`src/rtl/slir_pkg.sv`:
```
package slir_pkg;

    localparam logic CMD_INSERT = 1'b0;
    localparam logic CMD_REMOVE = 1'b1;

    localparam logic [1:0] ST_OK        = 2'd0;
    localparam logic [1:0] ST_FULL      = 2'd1;
    localparam logic [1:0] ST_EMPTY     = 2'd2;
    localparam logic [1:0] ST_NOT_FOUND = 2'd3;

endpackage

```
`src/rtl/slir_store.sv`:
```
module slir_store #(
    parameter int DEPTH = 16,
    parameter int AW    = 4
) (
    input  logic                i_clk,
    input  logic                i_we,
    input  logic [AW-1:0]       i_waddr,
    input  logic signed [31:0]  i_wdata,
    input  logic [AW-1:0]       i_raddr,
    output logic signed [31:0]  o_rdata
);

    logic signed [31:0] r_mem [DEPTH];
    logic signed [31:0] r_rdata;

    always_ff @(posedge i_clk) begin
        if (i_we) begin
            r_mem[i_waddr] <= i_wdata;
        end
    end

    always_ff @(posedge i_clk) begin
        r_rdata <= r_mem[i_raddr];
    end

    assign o_rdata = r_rdata;

endmodule

```
`src/rtl/sorted_list_insert_remove_unit.sv`:
```
// channel   | handshake          | payload
// ----------+--------------------+-------------------------------------------------
// command   | start / busy       | i_command, i_value
// result    | o_valid strobe     | o_status, o_count, o_smallest, o_smallest_valid
//
// one result per command; insert when full and remove when empty answer in the next cycle.
// otherwise the single read port of the entry store sets the pace: the scan reads and
// compares each entry examined, the shift reads and writes each entry moved, then an
// inserted value is placed and the result beat is raised.
// synchronous active-low reset empties the store; no clearing pass is needed.
// the receiver cannot stall: each result is on the ports for exactly one cycle.
module sorted_list_insert_remove_unit #(
    parameter int CAPACITY = 16
) (
    input  logic               i_clk,
    input  logic               i_rst_n,
    input  logic               start,
    output logic               busy,
    input  logic               i_command,
    input  logic signed [31:0] i_value,
    output logic               o_valid,
    output logic [1:0]         o_status,
    output logic [4:0]         o_count,
    output logic signed [31:0] o_smallest,
    output logic               o_smallest_valid
);

    localparam int AW = $clog2(CAPACITY);
    localparam int CW = $clog2(CAPACITY + 1);

    typedef enum logic [5:0] {
        S_IDLE  = 6'b000001,
        S_SRD   = 6'b000010,
        S_SCMP  = 6'b000100,
        S_MRD   = 6'b001000,
        S_MWR   = 6'b010000,
        S_PLACE = 6'b100000
    } t_state;

    t_state             r_state, n_state;
    logic               r_cmd, n_cmd;
    logic signed [31:0] r_value, n_value;
    logic [CW-1:0]      r_count, n_count;
    logic [AW-1:0]      r_idx, n_idx;
    logic [AW-1:0]      r_pos, n_pos;
    logic [AW-1:0]      r_k, n_k;
    logic signed [31:0] r_smallest, n_smallest;
    logic               r_valid, n_valid;
    logic [1:0]         r_status, n_status;

    logic               w_we;
    logic [AW-1:0]      w_waddr;
    logic signed [31:0] w_wdata;
    logic [AW-1:0]      w_raddr;
    logic signed [31:0] w_rdata;
    logic               w_lt;
    logic               w_eq;
    logic               w_last;
    logic [AW-1:0]      w_k_inc;
    logic [AW-1:0]      w_k_dec;
    logic [CW+4:0]      w_count_ext;

    slir_store #(
        .DEPTH (CAPACITY),
        .AW    (AW)
    ) u_store (
        .i_clk   (i_clk),
        .i_we    (w_we),
        .i_waddr (w_waddr),
        .i_wdata (w_wdata),
        .i_raddr (w_raddr),
        .o_rdata (w_rdata)
    );

    // the comparisons of the read entry against the held value
    assign w_lt    = w_rdata < r_value;
    assign w_eq    = w_rdata == r_value;
    assign w_last  = CW'(r_idx) == (r_count - CW'(1));
    assign w_k_inc = r_k + AW'(1);
    assign w_k_dec = r_k - AW'(1);

    always_comb begin
        n_state    = r_state;
        n_cmd      = r_cmd;
        n_value    = r_value;
        n_count    = r_count;
        n_idx      = r_idx;
        n_pos      = r_pos;
        n_k        = r_k;
        n_smallest = r_smallest;
        n_valid    = 1'b0;
        n_status   = r_status;
        w_we       = 1'b0;
        w_waddr    = r_k;
        w_wdata    = w_rdata;
        w_raddr    = r_idx;
        case (r_state)
            S_IDLE: begin
                if (start) begin
                    n_cmd   = i_command;
                    n_value = i_value;
                    n_idx   = '0;
                    if (i_command == slir_pkg::CMD_INSERT) begin
                        if (r_count == CW'(CAPACITY)) begin
                            n_valid  = 1'b1;
                            n_status = slir_pkg::ST_FULL;
                        end else if (r_count == '0) begin
                            n_pos   = '0;
                            n_state = S_PLACE;
                        end else begin
                            n_state = S_SRD;
                        end
                    end else begin
                        if (r_count == '0) begin
                            n_valid  = 1'b1;
                            n_status = slir_pkg::ST_EMPTY;
                        end else begin
                            n_state = S_SRD;
                        end
                    end
                end
            end
            S_SRD: begin
                n_state = S_SCMP;
            end
            S_SCMP: begin
                if (r_cmd == slir_pkg::CMD_INSERT) begin
                    if (!w_lt) begin
                        // first entry not below the value: open a gap here
                        n_pos   = r_idx;
                        n_k     = AW'(r_count);
                        n_state = S_MRD;
                    end else if (w_last) begin
                        n_pos   = AW'(r_count);
                        n_state = S_PLACE;
                    end else begin
                        n_idx   = r_idx + AW'(1);
                        n_state = S_SRD;
                    end
                end else begin
                    if (w_eq) begin
                        n_k = r_idx;
                        if ((CW'(r_idx) + CW'(1)) < r_count) begin
                            n_state = S_MRD;
                        end else begin
                            n_count  = r_count - CW'(1);
                            n_valid  = 1'b1;
                            n_status = slir_pkg::ST_OK;
                            n_state  = S_IDLE;
                        end
                    end else if (w_last) begin
                        n_valid  = 1'b1;
                        n_status = slir_pkg::ST_NOT_FOUND;
                        n_state  = S_IDLE;
                    end else begin
                        n_idx   = r_idx + AW'(1);
                        n_state = S_SRD;
                    end
                end
            end
            S_MRD: begin
                w_raddr = (r_cmd == slir_pkg::CMD_INSERT) ? w_k_dec : w_k_inc;
                n_state = S_MWR;
            end
            S_MWR: begin
                w_we    = 1'b1;
                w_waddr = r_k;
                w_wdata = w_rdata;
                if (r_k == '0) begin
                    n_smallest = w_rdata;
                end
                if (r_cmd == slir_pkg::CMD_INSERT) begin
                    n_k = w_k_dec;
                    if (w_k_dec > r_pos) begin
                        n_state = S_MRD;
                    end else begin
                        n_state = S_PLACE;
                    end
                end else begin
                    n_k = w_k_inc;
                    if (CW'(w_k_inc) < (r_count - CW'(1))) begin
                        n_state = S_MRD;
                    end else begin
                        n_count  = r_count - CW'(1);
                        n_valid  = 1'b1;
                        n_status = slir_pkg::ST_OK;
                        n_state  = S_IDLE;
                    end
                end
            end
            S_PLACE: begin
                w_we    = 1'b1;
                w_waddr = r_pos;
                w_wdata = r_value;
                if (r_pos == '0) begin
                    n_smallest = r_value;
                end
                n_count  = r_count + CW'(1);
                n_valid  = 1'b1;
                n_status = slir_pkg::ST_OK;
                n_state  = S_IDLE;
            end
            default: begin
                n_state = S_IDLE;
            end
        endcase
    end

    always_ff @(posedge i_clk) begin
        if (!i_rst_n) begin
            r_state <= S_IDLE;
            r_count <= '0;
            r_valid <= 1'b0;
        end else begin
            r_state <= n_state;
            r_count <= n_count;
            r_valid <= n_valid;
        end
    end

    always_ff @(posedge i_clk) begin
        r_cmd      <= n_cmd;
        r_value    <= n_value;
        r_idx      <= n_idx;
        r_pos      <= n_pos;
        r_k        <= n_k;
        r_smallest <= n_smallest;
        r_status   <= n_status;
    end

    // count only moves at the edge that raises the strobe; smallest also moves in a remove's shift
    assign w_count_ext      = {5'd0, r_count};
    assign busy             = r_state != S_IDLE;
    assign o_valid          = r_valid;
    assign o_status         = r_status;
    assign o_count          = w_count_ext[4:0];
    assign o_smallest_valid = r_count != '0;
    assign o_smallest       = (r_count != '0) ? r_smallest : 32'sd0;

endmodule

```
`config.mk`:
```
export PLATFORM = sky130hd
export DESIGN_NAME = sorted_list_insert_remove_unit
export DESIGN_NICKNAME = d
export VERILOG_FILES = /design/src/rtl/slir_pkg.sv /design/src/rtl/slir_store.sv /design/src/rtl/sorted_list_insert_remove_unit.sv
export SDC_FILE = /design/constraint.sdc
export NUM_CORES = 1
export LEC_CHECK = 0
export BUFFER_PORTS_ARGS = -buffer_cell sky130_fd_sc_hd__buf_2
export CAP_MARGIN = 20
export CORE_MARGIN = 4
export CORE_UTILIZATION = 55
export CTS_BUF_LIST = sky130_fd_sc_hd__clkbuf_4 sky130_fd_sc_hd__clkbuf_8 sky130_fd_sc_hd__clkbuf_16
export CTS_CLUSTER_DIAMETER = 50
export DETAILED_ROUTE_END_ITERATION = 10
export PLACE_DENSITY = 0.7
export SLEW_MARGIN = 20
export SYNTH_ARGS = -nofsm -noshare
export SYNTH_HDL_FRONTEND = slang
export SYNTH_SLANG_ARGS = --single-unit
```
`constraint.sdc`:
```
create_clock -name i_clk -period 6.5 [get_ports i_clk]
set_input_delay 1.3 -clock i_clk [delete_from_list [all_inputs] [get_ports i_clk]]
set_output_delay 1.3 -clock i_clk [all_outputs]
set_load 0.01 [all_outputs]
```
==> results.tsv <==
stage	metric	value	unit
timing	Worst Clk Skew	0.0354	ns
timing	fraction of the cycle the final worst path needs	63.6	%
timing	setup ws final	2.36	ns
setup_path	r2r worst-path depth	6	
grt	vias in the first global route	14377	
place	Detailed Place HPWL	35.4	mm
die	Die H	224	um
clocking	hold_buf cts	0	
layout	Layout Cells excl Fill	2388	
power_and_ir_drop	Final Total Pwr	11.9	mW
place	GPL Wtd Cong	0.882	
place	Post-Place Setup Slack	2.78	ns
place	placed instance area	0.0270	mm2
die	# IOs	78	
layout	antenna diode count	0	
timing	Final Max Slew Viols	0	
logic_synthesis	Ys Warns	0	
layout	final core occ	64.2	%
hold_path	hold path cells	2	
route	DR vias	14514	
route	Final ANT Viol Nets	0	
route	routed vias/inst	6.08	
timing	Worst Tran Pin Value	1.01	ns
timing	endpoints failing hold	0	
layout	layout cells sized above 1	16.1	%
logic_synthesis	Primary FF master, synth	edfxtp_1	
logic_synthesis	sequential share of the synthesized area	72.7	%
logic_synthesis	syn avg cell area	15.9	um2
power_and_ir_drop	combinational power share	21.6	%
logic_synthesis	mapped cell area	0.0256	mm2
clocking	CTS tree	built	
logic_synthesis	number of flops mapped to enable cells by yosys	591	
timing	worst hold slack	0.547	ns
timing	fmax	242	MHz
clocking	clk_lat worst skew	0.61	ns
clocking	Sink Count	635	
power_and_ir_drop	internal power	8.51	mW
power_and_ir_drop	Switching Fraction	28.4	%
power_and_ir_drop	VDD IR max	0.244	mV
route	initial DRC count	1554	
hold_path	Worst Hold End	o_count[4]	
logic_synthesis	Post-Syn Nets	1697	
grt	GRT Util Overall	23.5	%
place	dpl cells	2265	
setup_path	worst reg2reg path startpoint	r_state[2]	
setup_path	Worst Setup Start Kind	flip-flop	
power_and_ir_drop	pwr dens	405	mW/mm2
clocking	Clock Tree Buf Depth	3	
run_status	status	completed	
hold_path	Hold Crit Start	o_count[4]	
route	met1 wire length	25.3	mm
logic_synthesis	Seq cells post-synth	635	
setup_path	WP data required	5.20	ns
power_and_ir_drop	Clock Power Share	33.1	%
grt	first-pass GRT wire length	88.9	mm
route	drt wl/cell	24.9	um
hold_path	Worst Hold Class	reg2reg	
clocking	H-tree Lvls	3	
timing	Period minus WS final	4.14	ns
clocking	clock slew at reported path FFs	0.05	ns
logic_synthesis	Yosys cell types	58	
logic_synthesis	Async SR Flop Fraction	0	%
layout	Final Instance Area	0.0293	mm2
grt	initial antenna violation count	1	
flow_run	MaxCap Viol Count	0	
place	PortBufs	77	
route	drt pass-1 iters	6	
layout	# fillers	3220	
setup_path	WP data arrival	2.84	ns
clocking	post-cts resize count	0	
power_and_ir_drop	Switch Pwr	3.38	mW
route	WL met2	28.0	mm
timing	RSZ-0062 raised after global routing	false	
die	Starting Density	56.1	%
die	Die ar.	0.0501	mm2
grt	grt total ovfl	0	
timing	Max transition margin	32.5	%
setup_path	R2R Path End	u_store.r_mem[11][16]	
clocking	post-CTS setup buffer count	0	
route	final wirelength	59.4	mm
logic_synthesis	Cells after Synth	1611	
power_and_ir_drop	Pleak	11.1	nW
route	met3 WL	4.67	mm
clocking	Num CTS Buffers	67	
setup_path	Critical Path Fanout Max	35	
timing	TNS Setup	0	ns
layout	nets@finish	1821	
setup_path	Crit. End Element	primary output	
grt	largest net degree at the start of global routing	81	
clocking	Root Buffer	clkbuf_16	
die	die width	224	um
route	drc violations	0	
setup_path	Setup Crit Path Kind	reg2out	
die	core area	0.0457	mm2
route	top layer in use	met4	
power_and_ir_drop	sequential share of power	45.3	%
timing	# setup viols final	0	
setup_path	Worst R2R Setup Slack	2.77	ns
die	Rows	78	
layout	area delta synth->final	14.5	%
[power by group through the flow]
stage | clock, mW | combinational, mW | sequential (mW)
final | 3.93 | 2.57 | 5.39
after floorplan | 0 | 1.66 | 5.41
after global routing | 4.16 | 2.81 | 5.40
after detailed placement | 0 | 2.54 | 5.47
after global placement | 0 | 2.47 | 5.46
after CTS | 3.99 | 2.56 | 5.38
[cell usage after synthesis, types with 29 or more instances]
master      n  area share [%]
clkbuf_1   29            0.42
edfxtp_1  591              69
o22ai_1   132             3.2
o21ai_0    52             1.0
buf_2      38            0.74
or4_1      32            0.94
ha_1       50             2.4
nor2_1     41            0.60
dfxtp_1    44             3.4
and2_1     33            0.81
inv_1      49            0.72
nand2_1    69             1.0
mux2i_1   263              10
[cell usage in the layout, fill, tap and decap left out, drive strengths merged, types with 2 or more instances in the layout]
cell / netlist / final
a31oi: 9 / 9
and2: 33 / 33
nand3: 14 / 14
xnor2: 13 / 13
o211ai: 5 / 5
nand4: 9 / 9
o22ai: 132 / 132
buf: 56 / 139
or3: 3 / 3
nor2: 41 / 41
or4: 32 / 32
a21o: 2 / 2
edfxtp: 591 / 591
inv: 51 / 55
a221oi: 2 / 2
a211oi: 2 / 2
mux2i: 263 / 263
ha: 50 / 50
clkbuf: 29 / 91
dfxtp: 44 / 44
nor4: 5 / 5
o21ai: 59 / 59
a21oi: 29 / 29
clkinv: 0 / 20
xor2: 9 / 9
o31ai: 4 / 4
nor2b: 3 / 3
nand2: 69 / 69
nor3: 18 / 18
and3: 7 / 7
nand2b: 3 / 3
o21a: 3 / 3
nand3b: 4 / 4
bufinv: 0 / 7
[worst max-delay path, cell delays in order, from the launching register on]
cell     delay (ns)
dfxtp_1        0.42
inv_1          0.18
ha_1           0.20
nand3_2        0.77
and2_1         0.51
buf_2          0.15
[logic make-up after synthesis]
kind of cell             count (synthesis)  synth area share, %
flip-flops                             635                 72.7
multiplexers                           265                 10.4
AO/OA/AOI/OAI                          259                 6.16
AND/OR/NAND/NOR                        244                 5.00
buffers and inverters                  136                 2.53
adder cells (fa/ha/maj)                 50                 2.44
XOR/XNOR                                22                0.752
[state kept, by name (all words and copies together), names as in the netlist]
name	cells
r_pos	4
o_count	5
r_cmd	1
u_store.o_rdata	32
o_status	2
r_idx	4
r_state	6
r_smallest	32
o_valid	1
r_k	4
r_value	32
u_store.r_mem	512
[cell type report]
class / count / area, um2 / share of cell area, %
flip-flops and latches: 635 / 18600 / 63.5
repair buffers: 140 / 948 / 3.23
well taps: 600 / 751 / 2.56
clock inverters: 32 / 385 / 1.31
clock buffers: 90 / 1930 / 6.59
inverters: 51 / 191 / 0.653
multi-input cells: 840 / 6500 / 22.2
[worst max-delay path by stage]
stage               slack (ns)  depth (start not counted)       start                    end
floorplan                 3.23                          7  r_state[3]    u_store.r_mem[9][0]
global placement          2.85                          6  r_state[2]   u_store.r_mem[4][11]
detailed placement        2.78                          6  r_state[2]  u_store.r_mem[10][11]
CTS                       2.27                          5  o_count[0]         o_smallest[18]
global route              2.15                          5  o_count[0]         o_smallest[12]
finish                    2.36                          5  o_count[0]         o_smallest[18]
[per-layer routing]
metal  vias up  track usage (%)
li1       6529                -
met1      7280             33.6
met2       609             36.9
met3        96             5.15
met4         0             7.28
met5         -                0
Power figures use the tool's default switching activity.
